## config.mk

```make
export PLATFORM = sky130hd
export DESIGN_NAME = sinkhorn_normalize_4x4_unit_flat
export DESIGN_NICKNAME = d
export VERILOG_FILES = /design/src/hw/rtl/snk_pkg.sv /design/src/hw/rtl/snk_in_if.sv /design/src/hw/rtl/snk_out_if.sv /design/src/hw/rtl/snk_exp.sv /design/src/hw/rtl/snk_div.sv /design/src/hw/rtl/sinkhorn_normalize_4x4_unit.sv /design/src/flat_wrapper.sv
export SDC_FILE = /design/constraint.sdc
export NUM_CORES = 2
export LEC_CHECK = 0
export BUFFER_PORTS_ARGS = -buffer_cell sky130_fd_sc_hd__buf_2
export CORE_MARGIN = 2
export CORE_UTILIZATION = 25
export CTS_BUF_LIST = sky130_fd_sc_hd__clkbuf_4 sky130_fd_sc_hd__clkbuf_8 sky130_fd_sc_hd__clkbuf_16
export CTS_CLUSTER_DIAMETER = 200
export DETAILED_ROUTE_END_ITERATION = 10
export GPL_TIMING_DRIVEN = 0
export SYNTH_ARGS = -nofsm -noshare
export SYNTH_HDL_FRONTEND = slang
export SYNTH_SLANG_ARGS = --single-unit
```

## constraint.sdc

```tcl
create_clock -name clk_i -period 25.3 [get_ports clk_i]
set_input_delay 5.06 -clock clk_i [delete_from_list [all_inputs] [get_ports clk_i]]
set_output_delay 5.06 -clock clk_i [all_outputs]
set_load 0.05 [all_outputs]
```

## src/hw/rtl/snk_pkg.sv

```systemverilog
// ----------------------------------------------------------------------------
// snk_pkg: shared types and constants of the Sinkhorn normalizer
// Widths, configuration register indexes, sequencer states and the exp table.
// ----------------------------------------------------------------------------
package snk_pkg;

  localparam int MATRIX_DIM  = 4;
  localparam int ENTRY_COUNT = MATRIX_DIM * MATRIX_DIM;
  localparam int IDX_W       = $clog2(ENTRY_COUNT);
  localparam int DIM_W       = $clog2(MATRIX_DIM);

  localparam int LOGIT_W   = 16;
  localparam int VAL_W     = 24;
  localparam int SUM_W     = 27;
  localparam int ACC_W     = VAL_W + $clog2(MATRIX_DIM + 1) + 1;
  localparam int RND_W     = 8;
  localparam int CFG_IDX_W = 1;
  localparam int CFG_W     = 24;

  localparam int DIV_SHIFT = 22;
  localparam int QUO_W     = VAL_W + DIV_SHIFT;
  localparam int REM_W     = SUM_W;

  localparam int FRAC_BITS = 24;
  localparam int FIDX_W    = $clog2(FRAC_BITS);
  localparam int P_W       = 31;
  localparam int LOG2E_W   = 17;
  localparam int U_W       = LOGIT_W + LOG2E_W;
  localparam int IP_W      = U_W - FRAC_BITS;
  localparam logic [LOG2E_W-1:0] LOG2E_Q16 = 17'd94548;

  localparam logic [VAL_W-1:0] VAL_MAX = {VAL_W{1'b1}};
  localparam logic [SUM_W-1:0] SUM_MAX = {SUM_W{1'b1}};

  typedef enum logic [CFG_IDX_W-1:0] {
    CFG_ROUND_COUNT = 1'b0,
    CFG_EPSILON     = 1'b1
  } cfg_idx_e;

  typedef enum logic [3:0] {
    ST_LOAD,
    ST_MAX,
    ST_EXP_GO,
    ST_EXP_WAIT,
    ST_SDIV_GO,
    ST_SDIV_WAIT,
    ST_LSUM,
    ST_LDIV_GO,
    ST_LDIV_WAIT,
    ST_OUT
  } state_e;

  typedef struct packed {
    logic busy;
    logic done;
  } unit_stat_t;

  typedef logic [P_W-1:0] pow_tab_t [FRAC_BITS];

  function automatic logic [63:0] isqrt64(input logic [63:0] v);
    logic [63:0] r;
    logic [63:0] rem;
    logic [63:0] b;
    r   = '0;
    rem = v;
    b   = 64'd1 << 62;
    for (int i = 0; i < 32; i++) begin
      if (rem >= r + b) begin
        rem = rem - (r + b);
        r   = (r >> 1) + b;
      end else begin
        r = r >> 1;
      end
      b = b >> 2;
    end
    return r;
  endfunction

  // entry k holds 2^(-2^-(k+1)) in Q30
  function automatic pow_tab_t build_tab();
    pow_tab_t    t;
    logic [63:0] x;
    x = 64'd1 << 29;
    for (int k = 0; k < FRAC_BITS; k++) begin
      x    = isqrt64(x << 30);
      t[k] = P_W'(x);
    end
    return t;
  endfunction

  localparam pow_tab_t POW_TAB = build_tab();

endpackage

```

## src/hw/rtl/snk_in_if.sv

```systemverilog
// ----------------------------------------------------------------------------
// snk_in_if: logit input channel
// Valid/ready channel carrying one logit and the batch end flag.
// ----------------------------------------------------------------------------
interface snk_in_if;
  logic                                 valid;
  logic                                 ready;
  logic signed [snk_pkg::LOGIT_W-1:0]   logit;
  logic                                 batch_end;

  modport source (output valid, output logit, output batch_end, input ready);
  modport sink   (input valid, input logit, input batch_end, output ready);
endinterface

```

## src/hw/rtl/snk_out_if.sv

```systemverilog
// ----------------------------------------------------------------------------
// snk_out_if: normalized value output channel
// Valid/ready channel carrying one normalized entry and its end markers.
// ----------------------------------------------------------------------------
interface snk_out_if;
  logic                        valid;
  logic                        ready;
  logic [snk_pkg::VAL_W-1:0]   normalized_value;
  logic                        last;
  logic                        batch_done;

  modport source (output valid, output normalized_value, output last,
                  output batch_done, input ready);
  modport sink   (input valid, input normalized_value, input last,
                  input batch_done, output ready);
endinterface

```

## src/hw/rtl/snk_exp.sv

```systemverilog
// ----------------------------------------------------------------------------
// snk_exp: iterative exponential unit
// exp(-n) for n in Q8.8, result Q2.22; one table multiply per cycle.
// ----------------------------------------------------------------------------
module snk_exp (
  input  logic                         clk_i,
  input  logic                         rst_ni,
  input  logic                         start_i,
  input  logic [snk_pkg::LOGIT_W-1:0]  n_i,
  output snk_pkg::unit_stat_t          stat_o,
  output logic [snk_pkg::VAL_W-1:0]    res_o
);

  logic [snk_pkg::U_W-1:0]    u_q, u_d;
  logic [snk_pkg::P_W-1:0]    p_q, p_d;
  logic [snk_pkg::FIDX_W-1:0] k_q, k_d;
  logic                       busy_q, busy_d, done_q, done_d;

  logic [snk_pkg::FRAC_BITS-1:0] frac;
  logic [2*snk_pkg::P_W-1:0]     prod;
  logic [snk_pkg::IP_W-1:0]      ip;

  assign frac = u_q[snk_pkg::FRAC_BITS-1:0];
  assign ip   = u_q[snk_pkg::U_W-1:snk_pkg::FRAC_BITS];
  assign prod = (2*snk_pkg::P_W)'(p_q) * (2*snk_pkg::P_W)'(snk_pkg::POW_TAB[k_q]);

  always_comb begin
    u_d    = u_q;
    p_d    = p_q;
    k_d    = k_q;
    busy_d = busy_q;
    done_d = 1'b0;
    if (start_i) begin
      u_d    = snk_pkg::U_W'(n_i) * snk_pkg::U_W'(snk_pkg::LOG2E_Q16);
      p_d    = snk_pkg::P_W'(1) << 30;
      k_d    = '0;
      busy_d = 1'b1;
    end else if (busy_q) begin
      if (frac[snk_pkg::FIDX_W'(snk_pkg::FRAC_BITS - 1) - k_q]) begin
        p_d = snk_pkg::P_W'(prod >> 30);
      end
      if (k_q == snk_pkg::FIDX_W'(snk_pkg::FRAC_BITS - 1)) begin
        busy_d = 1'b0;
        done_d = 1'b1;
      end else begin
        k_d = k_q + 1'b1;
      end
    end
  end

  always_ff @(posedge clk_i or negedge rst_ni) begin
    if (!rst_ni) begin
      busy_q <= 1'b0;
      done_q <= 1'b0;
      k_q    <= '0;
    end else begin
      busy_q <= busy_d;
      done_q <= done_d;
      k_q    <= k_d;
    end
  end

  always_ff @(posedge clk_i) begin
    u_q <= u_d;
    p_q <= p_d;
  end

  // drop to zero once the shift clears every bit of the product
  always_comb begin
    if (ip > snk_pkg::IP_W'(snk_pkg::P_W - 1 - 8)) begin
      res_o = '0;
    end else begin
      res_o = snk_pkg::VAL_W'(p_q >> (ip + snk_pkg::IP_W'(8)));
    end
  end

  assign stat_o.busy = busy_q;
  assign stat_o.done = done_q;

endmodule

```

## src/hw/rtl/snk_div.sv

```systemverilog
// ----------------------------------------------------------------------------
// snk_div: restoring divider
// floor((x << 22) / d), one quotient bit per cycle.
// ----------------------------------------------------------------------------
module snk_div (
  input  logic                        clk_i,
  input  logic                        rst_ni,
  input  logic                        start_i,
  input  logic [snk_pkg::VAL_W-1:0]   x_i,
  input  logic [snk_pkg::SUM_W-1:0]   d_i,
  output snk_pkg::unit_stat_t         stat_o,
  output logic [snk_pkg::QUO_W-1:0]   quo_o
);

  localparam int CNT_W = $clog2(snk_pkg::QUO_W);

  logic [snk_pkg::REM_W-1:0] rem_q, rem_d;
  logic [snk_pkg::QUO_W-1:0] n_q, n_d;
  logic [snk_pkg::SUM_W-1:0] d_q, d_d;
  logic [CNT_W-1:0]          cnt_q, cnt_d;
  logic                      busy_q, busy_d, done_q, done_d;
  logic [snk_pkg::REM_W:0]   trial;
  logic                      fits;

  assign trial = {rem_q, n_q[snk_pkg::QUO_W-1]};
  assign fits  = trial >= {1'b0, d_q};

  always_comb begin
    rem_d  = rem_q;
    n_d    = n_q;
    d_d    = d_q;
    cnt_d  = cnt_q;
    busy_d = busy_q;
    done_d = 1'b0;
    if (start_i) begin
      rem_d  = '0;
      n_d    = {x_i, {snk_pkg::DIV_SHIFT{1'b0}}};
      d_d    = d_i;
      cnt_d  = '0;
      busy_d = 1'b1;
    end else if (busy_q) begin
      rem_d = fits ? snk_pkg::REM_W'(trial - {1'b0, d_q})
                   : snk_pkg::REM_W'(trial);
      n_d   = {n_q[snk_pkg::QUO_W-2:0], fits};
      if (cnt_q == CNT_W'(snk_pkg::QUO_W - 1)) begin
        busy_d = 1'b0;
        done_d = 1'b1;
      end else begin
        cnt_d = cnt_q + 1'b1;
      end
    end
  end

  always_ff @(posedge clk_i or negedge rst_ni) begin
    if (!rst_ni) begin
      busy_q <= 1'b0;
      done_q <= 1'b0;
      cnt_q  <= '0;
    end else begin
      busy_q <= busy_d;
      done_q <= done_d;
      cnt_q  <= cnt_d;
    end
  end

  always_ff @(posedge clk_i) begin
    rem_q <= rem_d;
    n_q   <= n_d;
    d_q   <= d_d;
  end

  assign quo_o       = n_q;
  assign stat_o.busy = busy_q;
  assign stat_o.done = done_q;

endmodule

```

## src/hw/rtl/sinkhorn_normalize_4x4_unit.sv

```systemverilog
// Sequence: load 16 entries, then compute (round_count zero counts as one; a
// zero divisor skips its divider wait), then output 16 entries; the 46-step
// divider sets most of the compute time.
// Throughput: one matrix at a time; input ready only while loading.
// Reset: asynchronous, active low; clears the sequencer and counters, loads
// round_count = 1 and epsilon = 4. The matrix store is not cleared.
// ----------------------------------------------------------------------------
// sinkhorn_normalize_4x4_unit: Sinkhorn normalizer top level
// Sequencer over a matrix store, a shared exp unit and a shared divider.
// ----------------------------------------------------------------------------
module sinkhorn_normalize_4x4_unit (
  input  logic                           clk_i,
  input  logic                           rst_ni,
  snk_in_if.sink                         in_i,
  snk_out_if.source                      out_o,
  input  logic                           cfg_we_i,
  input  logic [snk_pkg::CFG_IDX_W-1:0]  cfg_idx_i,
  input  logic [snk_pkg::CFG_W-1:0]      cfg_data_i
);

  localparam logic [snk_pkg::DIM_W-1:0] DIM_LAST = snk_pkg::DIM_W'(snk_pkg::MATRIX_DIM - 1);
  localparam logic [snk_pkg::IDX_W-1:0] IDX_LAST = snk_pkg::IDX_W'(snk_pkg::ENTRY_COUNT - 1);

  snk_pkg::state_e state_q, state_d;

  logic [snk_pkg::VAL_W-1:0] store_q [snk_pkg::ENTRY_COUNT];
  logic [snk_pkg::SUM_W-1:0] lsum_q  [snk_pkg::MATRIX_DIM];

  logic [snk_pkg::RND_W-1:0]         rcount_q;
  logic [snk_pkg::VAL_W-1:0]         eps_q;
  logic [snk_pkg::IDX_W-1:0]         k_q, k_d;
  logic [snk_pkg::DIM_W-1:0]         a_q, a_d, b_q, b_d;
  logic                              by_row_q, by_row_d;
  logic [snk_pkg::RND_W-1:0]         rnd_q, rnd_d;
  logic signed [snk_pkg::LOGIT_W-1:0] mx_q, mx_d;
  logic [snk_pkg::ACC_W-1:0]         sum_q, sum_d;
  logic                              batch_q, batch_d;

  logic                      wr_en, lsum_we;
  logic [snk_pkg::IDX_W-1:0] wr_idx;
  logic [snk_pkg::VAL_W-1:0] wr_data;
  logic [snk_pkg::SUM_W-1:0] lsum_data;

  logic [snk_pkg::IDX_W-1:0]          idx;
  logic [snk_pkg::VAL_W-1:0]          rd;
  logic signed [snk_pkg::LOGIT_W-1:0] v;
  logic [snk_pkg::SUM_W-1:0]          sum_sat, line_d;
  logic [snk_pkg::ACC_W-1:0]          acc;
  logic [snk_pkg::VAL_W:0]            e_eps;
  logic [snk_pkg::VAL_W:0]            q_eps;
  logic [snk_pkg::VAL_W-1:0]          q_sat;

  logic                       exp_start, div_start, line_is_soft;
  logic [snk_pkg::LOGIT_W-1:0] exp_n;
  logic [snk_pkg::VAL_W-1:0]  exp_res;
  logic [snk_pkg::QUO_W-1:0]  quo;
  logic [snk_pkg::SUM_W-1:0]  div_d;
  snk_pkg::unit_stat_t        exp_stat, div_stat;

  snk_exp u_exp (
    .clk_i   (clk_i),
    .rst_ni  (rst_ni),
    .start_i (exp_start),
    .n_i     (exp_n),
    .stat_o  (exp_stat),
    .res_o   (exp_res)
  );

  snk_div u_div (
    .clk_i   (clk_i),
    .rst_ni  (rst_ni),
    .start_i (div_start),
    .x_i     (rd),
    .d_i     (div_d),
    .stat_o  (div_stat),
    .quo_o   (quo)
  );

  assign idx = by_row_q
             ? snk_pkg::IDX_W'(a_q) * snk_pkg::IDX_W'(snk_pkg::MATRIX_DIM) + snk_pkg::IDX_W'(b_q)
             : snk_pkg::IDX_W'(b_q) * snk_pkg::IDX_W'(snk_pkg::MATRIX_DIM) + snk_pkg::IDX_W'(a_q);
  assign rd      = store_q[idx];
  assign v       = rd[snk_pkg::LOGIT_W-1:0];
  assign sum_sat = (sum_q > snk_pkg::ACC_W'(snk_pkg::SUM_MAX)) ? snk_pkg::SUM_MAX
                                                              : snk_pkg::SUM_W'(sum_q);
  assign acc     = sum_q + snk_pkg::ACC_W'(rd);
  assign line_d  = (acc > snk_pkg::ACC_W'(snk_pkg::SUM_MAX)) ? snk_pkg::SUM_MAX
                                                            : snk_pkg::SUM_W'(acc);
  assign line_is_soft = (state_q == snk_pkg::ST_SDIV_GO) || (state_q == snk_pkg::ST_SDIV_WAIT);
  assign div_d   = line_is_soft ? sum_sat : lsum_q[a_q];
  assign exp_n   = snk_pkg::LOGIT_W'(mx_q - v);
  assign e_eps   = {1'b0, rd} + {1'b0, eps_q};
  assign q_sat   = (quo > snk_pkg::QUO_W'(snk_pkg::VAL_MAX)) ? snk_pkg::VAL_MAX
                                                            : snk_pkg::VAL_W'(quo);
  assign q_eps   = {1'b0, q_sat} + {1'b0, eps_q};

  // next state
  always_comb begin
    state_d = state_q;
    case (state_q)
      snk_pkg::ST_LOAD: begin
        if (in_i.valid && k_q == IDX_LAST) state_d = snk_pkg::ST_MAX;
      end
      snk_pkg::ST_MAX: begin
        if (b_q == DIM_LAST) state_d = snk_pkg::ST_EXP_GO;
      end
      snk_pkg::ST_EXP_GO: state_d = snk_pkg::ST_EXP_WAIT;
      snk_pkg::ST_EXP_WAIT: begin
        if (exp_stat.done) begin
          state_d = (b_q == DIM_LAST) ? snk_pkg::ST_SDIV_GO : snk_pkg::ST_EXP_GO;
        end
      end
      snk_pkg::ST_SDIV_GO, snk_pkg::ST_SDIV_WAIT: begin
        if ((state_q == snk_pkg::ST_SDIV_GO && sum_sat == '0) ||
            (state_q == snk_pkg::ST_SDIV_WAIT && div_stat.done)) begin
          if (b_q != DIM_LAST)      state_d = snk_pkg::ST_SDIV_GO;
          else if (a_q != DIM_LAST) state_d = snk_pkg::ST_MAX;
          else                      state_d = snk_pkg::ST_LSUM;
        end else if (state_q == snk_pkg::ST_SDIV_GO) begin
          state_d = snk_pkg::ST_SDIV_WAIT;
        end
      end
      snk_pkg::ST_LSUM: begin
        if (b_q == DIM_LAST && a_q == DIM_LAST) state_d = snk_pkg::ST_LDIV_GO;
      end
      snk_pkg::ST_LDIV_GO, snk_pkg::ST_LDIV_WAIT: begin
        if ((state_q == snk_pkg::ST_LDIV_GO && lsum_q[a_q] == '0) ||
            (state_q == snk_pkg::ST_LDIV_WAIT && div_stat.done)) begin
          if (b_q != DIM_LAST || a_q != DIM_LAST) state_d = snk_pkg::ST_LDIV_GO;
          else if (by_row_q || rnd_q < rcount_q)  state_d = snk_pkg::ST_LSUM;
          else                                    state_d = snk_pkg::ST_OUT;
        end else if (state_q == snk_pkg::ST_LDIV_GO) begin
          state_d = snk_pkg::ST_LDIV_WAIT;
        end
      end
      snk_pkg::ST_OUT: begin
        if (out_o.ready && k_q == IDX_LAST) state_d = snk_pkg::ST_LOAD;
      end
      default: state_d = snk_pkg::ST_LOAD;
    endcase
  end

  // datapath and outputs
  always_comb begin
    k_d       = k_q;
    a_d       = a_q;
    b_d       = b_q;
    by_row_d  = by_row_q;
    rnd_d     = rnd_q;
    mx_d      = mx_q;
    sum_d     = sum_q;
    batch_d   = batch_q;
    wr_en     = 1'b0;
    wr_idx    = idx;
    wr_data   = rd;
    lsum_we   = 1'b0;
    lsum_data = line_d;
    exp_start = 1'b0;
    div_start = 1'b0;
    in_i.ready             = 1'b0;
    out_o.valid            = 1'b0;
    out_o.normalized_value = store_q[k_q];
    out_o.last             = (k_q == IDX_LAST);
    out_o.batch_done       = (k_q == IDX_LAST) && batch_q;
    case (state_q)
      snk_pkg::ST_LOAD: begin
        in_i.ready = 1'b1;
        if (in_i.valid) begin
          wr_en   = 1'b1;
          wr_idx  = k_q;
          wr_data = snk_pkg::VAL_W'(unsigned'(in_i.logit));
          batch_d = batch_q | in_i.batch_end;
          if (k_q == IDX_LAST) begin
            k_d      = '0;
            a_d      = '0;
            b_d      = '0;
            by_row_d = 1'b1;
          end else begin
            k_d = k_q + 1'b1;
          end
        end
      end
      snk_pkg::ST_MAX: begin
        if (b_q == '0 || v > mx_q) mx_d = v;
        if (b_q == DIM_LAST) begin
          b_d   = '0;
          sum_d = '0;
        end else begin
          b_d = b_q + 1'b1;
        end
      end
      snk_pkg::ST_EXP_GO: exp_start = 1'b1;
      snk_pkg::ST_EXP_WAIT: begin
        if (exp_stat.done) begin
          wr_en   = 1'b1;
          wr_data = exp_res;
          sum_d   = sum_q + snk_pkg::ACC_W'(exp_res);
          b_d     = (b_q == DIM_LAST) ? '0 : b_q + 1'b1;
        end
      end
      snk_pkg::ST_SDIV_GO, snk_pkg::ST_SDIV_WAIT: begin
        if ((state_q == snk_pkg::ST_SDIV_GO && sum_sat == '0) ||
            (state_q == snk_pkg::ST_SDIV_WAIT && div_stat.done)) begin
          wr_en = 1'b1;
          if (state_q == snk_pkg::ST_SDIV_GO) begin
            wr_data = e_eps[snk_pkg::VAL_W] ? snk_pkg::VAL_MAX : e_eps[snk_pkg::VAL_W-1:0];
          end else begin
            wr_data = q_eps[snk_pkg::VAL_W] ? snk_pkg::VAL_MAX : q_eps[snk_pkg::VAL_W-1:0];
          end
          if (b_q != DIM_LAST) begin
            b_d = b_q + 1'b1;
          end else begin
            b_d = '0;
            if (a_q != DIM_LAST) begin
              a_d = a_q + 1'b1;
            end else begin
              // first column pass follows the softmax
              a_d      = '0;
              by_row_d = 1'b0;
              rnd_d    = snk_pkg::RND_W'(1);
              sum_d    = snk_pkg::ACC_W'(eps_q);
            end
          end
        end else if (state_q == snk_pkg::ST_SDIV_GO) begin
          div_start = 1'b1;
        end
      end
      snk_pkg::ST_LSUM: begin
        if (b_q == DIM_LAST) begin
          lsum_we = 1'b1;
          sum_d   = snk_pkg::ACC_W'(eps_q);
          b_d     = '0;
          a_d     = (a_q == DIM_LAST) ? '0 : a_q + 1'b1;
        end else begin
          sum_d = acc;
          b_d   = b_q + 1'b1;
        end
      end
      snk_pkg::ST_LDIV_GO, snk_pkg::ST_LDIV_WAIT: begin
        if ((state_q == snk_pkg::ST_LDIV_GO && lsum_q[a_q] == '0) ||
            (state_q == snk_pkg::ST_LDIV_WAIT && div_stat.done)) begin
          if (state_q == snk_pkg::ST_LDIV_WAIT) begin
            wr_en   = 1'b1;
            wr_data = q_sat;
          end
          if (b_q != DIM_LAST) begin
            b_d = b_q + 1'b1;
          end else begin
            b_d = '0;
            if (a_q != DIM_LAST) begin
              a_d = a_q + 1'b1;
            end else begin
              a_d   = '0;
              sum_d = snk_pkg::ACC_W'(eps_q);
              if (by_row_q) begin
                by_row_d = 1'b0;
              end else if (rnd_q < rcount_q) begin
                rnd_d    = rnd_q + 1'b1;
                by_row_d = 1'b1;
              end else begin
                k_d = '0;
              end
            end
          end
        end else if (state_q == snk_pkg::ST_LDIV_GO) begin
          div_start = 1'b1;
        end
      end
      snk_pkg::ST_OUT: begin
        out_o.valid = 1'b1;
        if (out_o.ready) begin
          if (k_q == IDX_LAST) begin
            k_d     = '0;
            batch_d = 1'b0;
          end else begin
            k_d = k_q + 1'b1;
          end
        end
      end
      default: ;
    endcase
  end

  always_ff @(posedge clk_i or negedge rst_ni) begin
    if (!rst_ni) begin
      state_q  <= snk_pkg::ST_LOAD;
      k_q      <= '0;
      a_q      <= '0;
      b_q      <= '0;
      by_row_q <= 1'b1;
      rnd_q    <= '0;
      batch_q  <= 1'b0;
      rcount_q <= snk_pkg::RND_W'(1);
      eps_q    <= snk_pkg::VAL_W'(4);
      for (int i = 0; i < snk_pkg::MATRIX_DIM; i++) lsum_q[i] <= '0;
    end else begin
      state_q  <= state_d;
      k_q      <= k_d;
      a_q      <= a_d;
      b_q      <= b_d;
      by_row_q <= by_row_d;
      rnd_q    <= rnd_d;
      batch_q  <= batch_d;
      if (lsum_we) lsum_q[a_q] <= lsum_data;
      if (cfg_we_i) begin
        case (snk_pkg::cfg_idx_e'(cfg_idx_i))
          snk_pkg::CFG_ROUND_COUNT: rcount_q <= cfg_data_i[snk_pkg::RND_W-1:0];
          snk_pkg::CFG_EPSILON:     eps_q    <= cfg_data_i[snk_pkg::VAL_W-1:0];
          default: ;
        endcase
      end
    end
  end

  always_ff @(posedge clk_i) begin
    mx_q  <= mx_d;
    sum_q <= sum_d;
    if (wr_en) store_q[wr_idx] <= wr_data;
  end

  // never take a request while a result is pending
  assert property (@(posedge clk_i) disable iff (!rst_ni)
    !(out_o.valid && in_i.ready))
    else $error("input ready while output valid");

  assert property (@(posedge clk_i) disable iff (!rst_ni)
    div_start |-> !div_stat.busy)
    else $error("divider started while busy");

  assert property (@(posedge clk_i) disable iff (!rst_ni)
    exp_start |-> !exp_stat.busy)
    else $error("exp unit started while busy");

  assert property (@(posedge clk_i) disable iff (!rst_ni)
    (out_o.valid && out_o.ready && out_o.last) |=> (state_q == snk_pkg::ST_LOAD))
    else $error("sequencer did not return to load after last result");

  assert property (@(posedge clk_i) disable iff (!rst_ni)
    (state_q == snk_pkg::ST_OUT) |-> !wr_en)
    else $error("store written during output");

endmodule
```

## src/flat_wrapper.sv

```systemverilog
// flat-port wrapper written by rule: the top's interface ports become plain ports
module sinkhorn_normalize_4x4_unit_flat 
  (clk_i, rst_ni, cfg_we_i, cfg_idx_i, cfg_data_i, in_i_valid, in_i_logit, in_i_batch_end, in_i_ready, out_o_valid, out_o_normalized_value, out_o_last, out_o_batch_done, out_o_ready);
  snk_in_if in_i_i ();
  snk_out_if out_o_i ();
  input  logic clk_i;
  input  logic rst_ni;
  input  logic cfg_we_i;
  input  logic [snk_pkg::CFG_IDX_W-1:0] cfg_idx_i;
  input  logic [snk_pkg::CFG_W-1:0] cfg_data_i;
  input wire logic [$bits(in_i_i.valid)-1:0] in_i_valid;
  input wire logic [$bits(in_i_i.logit)-1:0] in_i_logit;
  input wire logic [$bits(in_i_i.batch_end)-1:0] in_i_batch_end;
  output wire logic [$bits(in_i_i.ready)-1:0] in_i_ready;
  output wire logic [$bits(out_o_i.valid)-1:0] out_o_valid;
  output wire logic [$bits(out_o_i.normalized_value)-1:0] out_o_normalized_value;
  output wire logic [$bits(out_o_i.last)-1:0] out_o_last;
  output wire logic [$bits(out_o_i.batch_done)-1:0] out_o_batch_done;
  input wire logic [$bits(out_o_i.ready)-1:0] out_o_ready;
  assign in_i_i.valid = in_i_valid;
  assign in_i_i.logit = in_i_logit;
  assign in_i_i.batch_end = in_i_batch_end;
  assign in_i_ready = in_i_i.ready;
  assign out_o_valid = out_o_i.valid;
  assign out_o_normalized_value = out_o_i.normalized_value;
  assign out_o_last = out_o_i.last;
  assign out_o_batch_done = out_o_i.batch_done;
  assign out_o_i.ready = out_o_ready;
  sinkhorn_normalize_4x4_unit u_core (.clk_i(clk_i), .rst_ni(rst_ni), .in_i(in_i_i), .out_o(out_o_i), .cfg_we_i(cfg_we_i), .cfg_idx_i(cfg_idx_i), .cfg_data_i(cfg_data_i));
endmodule
```

==> flow_metrics.py <==
metrics = {
    "timing": {
        "setup_tns_ns": 0,
        "slew_viol_final": 0,
        "setup_ws_ns": 12.16,
        "final.period_utilization": 0.520,
        "hold_viol": 0,
        "rsz0062_at_grt": "false",
        "setup_viol": 0,
        "period_needed_ns": 13.14,
        "fmax_mhz": 76.1,
        "skew_ns": 0.0598,
        "worst_pin_slew_ns": 1.47,
        "maxSlewHeadroom": 0.00741,
    },
    "drt": {
        "wl_mm": 270,
        "vias": 60800,
        "antenna_left": 0,
        "routedWlPerCell_um": 22.3,
        "firstDrtPassIters": 6,
        "drt_iter0_drc": 6448,
        "drt-vias-per-instance": 5.02,
        "drc": 0,
    },
    "yosys": {
        "synthArstFlopShare": 0.231,
        "synth_commonest_cells": "inv_1 (995), nand2_1 (956), fa_1 (882), ha_1 (574), edfxtp_1 (510)",
        "synth_cell_type_count": 108,
        "ys_seq_area_frac": 0.272,
        "ys_top_cells_by_area": "fa_1 (23%), edfxtp_1 (20%), ha_1 (9.2%)",
        "synth_nets": 9214,
        "synth_top_cell_by_area": "fa_1",
        "synth_top_area_share": 0.225,
        "synthesis.area_um2": 78500,
        "yosysMostFrequentCell": "inv_1",
        "avgSynthCellArea_um2": 10.2,
        "ys_ff_latch": 767,
        "ys_warn_count": 0,
        "syn_inst": 7711,
        "synth_flop_cell": "edfxtp_1",
        "synth_edf_count": 510,
    },
    "pwr": {
        "ir_drop_mv": 0.0728,
        "total_leakage_power_nw": 37.3,
        "power_density_nw_per_um2": 32.9,
    },
    "critical_path": {
        "crit_type": "reg -> reg",
        "worstPathRequired_ns": 25.76,
        "reg2reg_setup_slack_ns": 12.16,
        "crit_slowest_cell": "mux2i_2",
        "crit_fanout": 10,
        "r2r_end": "u_core.u_exp.u_q[32]",
        "start_kind": "flop",
        "crit_top_cell": "inv_1",
        "rr_startpoint": "u_core.by_row_q",
        "rr_worst_depth": 39,
        "max_stage_delay_ns": 1.12,
        "worstSetupEndpointType": "flop",
        "critPathArrivalTime_ns": 13.60,
    },
    "cts": {
        "hold_buffers": 0,
        "postCtsSetupBuffers": 0,
        "cts.sinks": 767,
        "clock-root-buffer": "clkbuf_16",
        "cts_max_path_buffers": 3,
        "htree_levels": 3,
        "path_clk_slew_ns": 0.06,
        "cts_tree": "built",
        "numCtsBuffers": 90,
        "cts_resized": 0,
        "insertion_delay_ns": 0.75,
    },
    "placement": {
        "hpwl_mm": 215,
        "post-place-ws_ns": 12.26,
        "gp_congestion": 0.989,
        "portBuffers": 74,
    },
    "final_layout": {
        "area.growth.synth_to_final_pct": 11.9,
        "final_nets": 9406,
        "layout-drive-gt1-share": 0.0797,
    },
    "worst_hold_path": {
        "min-delay-start": "u_core.lsum_q[94]",
        "holdPathEnd": "u_core.lsum_q[94]",
        "worstHoldPathCells": 2,
        "hold_path.class": "reg -> reg",
    },
    "global_route": {
        "gr-total-overflow": 0,
        "antenna_found_initial": 18,
        "grt_usage": 0.168,
        "grt_pass1_vias": 61100,
        "grt_max_degree": 99,
        "grt_pass1_wl_mm": 400,
    },
    "die": {
        "start_util": 0.251,
        "row_count": 205,
        "die_y_um": 564,
        "dieArea_um2": 318000,
        "ios": 75,
        "die_w_um": 564,
        "core-area_um2": 312000,
    },
    "flow_run": {
        "max_cap_viol_count": 1,
    },
    "run_status": {
        "violations": "max-capacitance violations",
        "outcome": "finished, violations left",
    },
}
-- where the power goes --
group          internal (W)  total (W)  switching, W
registers           0.00135    0.00138     0.0000327
clock network      0.000771    0.00135      0.000583
logic             0.0000728   0.000158     0.0000851
total               0.00219    0.00289      0.000700
-- worst max-delay path, delay by kind of cell, from the launching register on --
family          cells  cell delay (ns)
flops               1             0.54
compound gates     14             4.20
fa+ha+maj           8             3.37
xor+xnor            1             0.10
simple gates        6             1.74
mux                 2             1.42
buf+inv             8             1.50
-- worst max-delay path by stage --
stage | from | endpoint | slack (ns) | depth (start not counted)
5_1_grt | u_core.a_q[0] | u_core.u_exp.u_q[32] | 11.46 | 39
3_3_place_gp | u_core.by_row_q | u_core.u_exp.u_q[32] | 11.86 | 39
6_report | u_core.by_row_q | u_core.u_exp.u_q[32] | 12.16 | 39
4_1_cts | u_core.a_q[0] | u_core.u_exp.u_q[32] | 12.26 | 39
2_1_floorplan | u_core.by_row_q | u_core.u_exp.u_q[32] | 15.06 | 41
3_5_place_dp | u_core.a_q[0] | u_core.u_exp.u_q[32] | 12.26 | 39
-- per-stage QoR --
| step | cell area [µm²] | instances | hold WS, ns | total power [W] | utilization |
|---|---|---|---|---|---|
| after floorplan | 78500 | 7711 | 0.445 | 0.00150 | - |
| after global placement | 84000 | 11900 | 0.457 | 0.00156 | 0.269 |
| after detailed placement | 84700 | 12000 | 0.465 | 0.00156 | 0.271 |
| after CTS | 87800 | 12100 | 0.478 | 0.00290 | 0.281 |
| after global routing | 87800 | 12100 | 0.494 | 0.00297 | 0.281 |
| final | 87800 | 12100 | 0.475 | 0.00289 | 0.281 |
-- placed cells by master (no fill, tap or decap), drive strengths merged, types with 98 or more instances in the layout --
master / instances
nor2b: 147
xnor2: 105
and2: 407
edfxtp: 510
dfrtp: 174
fa: 882
mux2i: 168
inv: 1001
a21o: 98
nor2: 357
a21oi: 296
nand2: 956
buf: 168
clkbuf: 471
o21ai: 333
ha: 574
mux4: 189
-- state kept, by name (all words and copies together) (netlist names), 2 cells and up --
signal and count:
u_core.mx_q 16, u_core.u_div.rem_q 27, u_core.rnd_q 8, u_core.b_q 2, u_core.u_div.quo_o 46, u_core.u_div.d_q 27
u_core.store_q 384, u_core.u_div.cnt_q 6, u_core.sum_q 28, u_core.u_exp.k_q 5, u_core.u_exp.p_q 31, u_core.state_q 4
u_core.u_exp.u_q 31, u_core.k_q 4, u_core.rcount_q 8, u_core.eps_q 24, u_core.lsum_q 108, u_core.a_q 2
-- cell families (layout without fill, tap and decap cells) --
group | count (synthesis) | after routing | synth area share
multiplexers | 405 | 405 | 0.0827
AO/OA/AOI/OAI | 1194 | 1194 | 0.0994
AND/OR/NAND/NOR | 2283 | 2283 | 0.140
XOR/XNOR | 175 | 175 | 0.0196
adder cells (fa/ha/maj) | 1456 | 1456 | 0.317
flip-flops | 767 | 767 | 0.272
other | 0 | 8 | 0
buffers and inverters | 1431 | 1700 | 0.0698
-- layer usage --
metal	GRT usage	up-vias	wire length (µm)
met3	0.0371	626	26700
met2	0.262	2954	119000
met4	0.0751	12	13900
met5	0	-	82
met1	0.222	30800	110000
li1	-	26500	-
-- cell type report --
cell class / count / area, µm²
fillers: 32800 / 224000
multi-input cells: 5513 / 51900
clock buffers: 109 / 2490
diodes: 8 / 20.0
clock inverters: 60 / 619
plain buffers: 430 / 1730
inverters: 1001 / 3760
well taps: 4140 / 5180
flip-flops and latches: 767 / 21300
repair buffers: 100 / 810
Power figures use the tool's default switching activity.
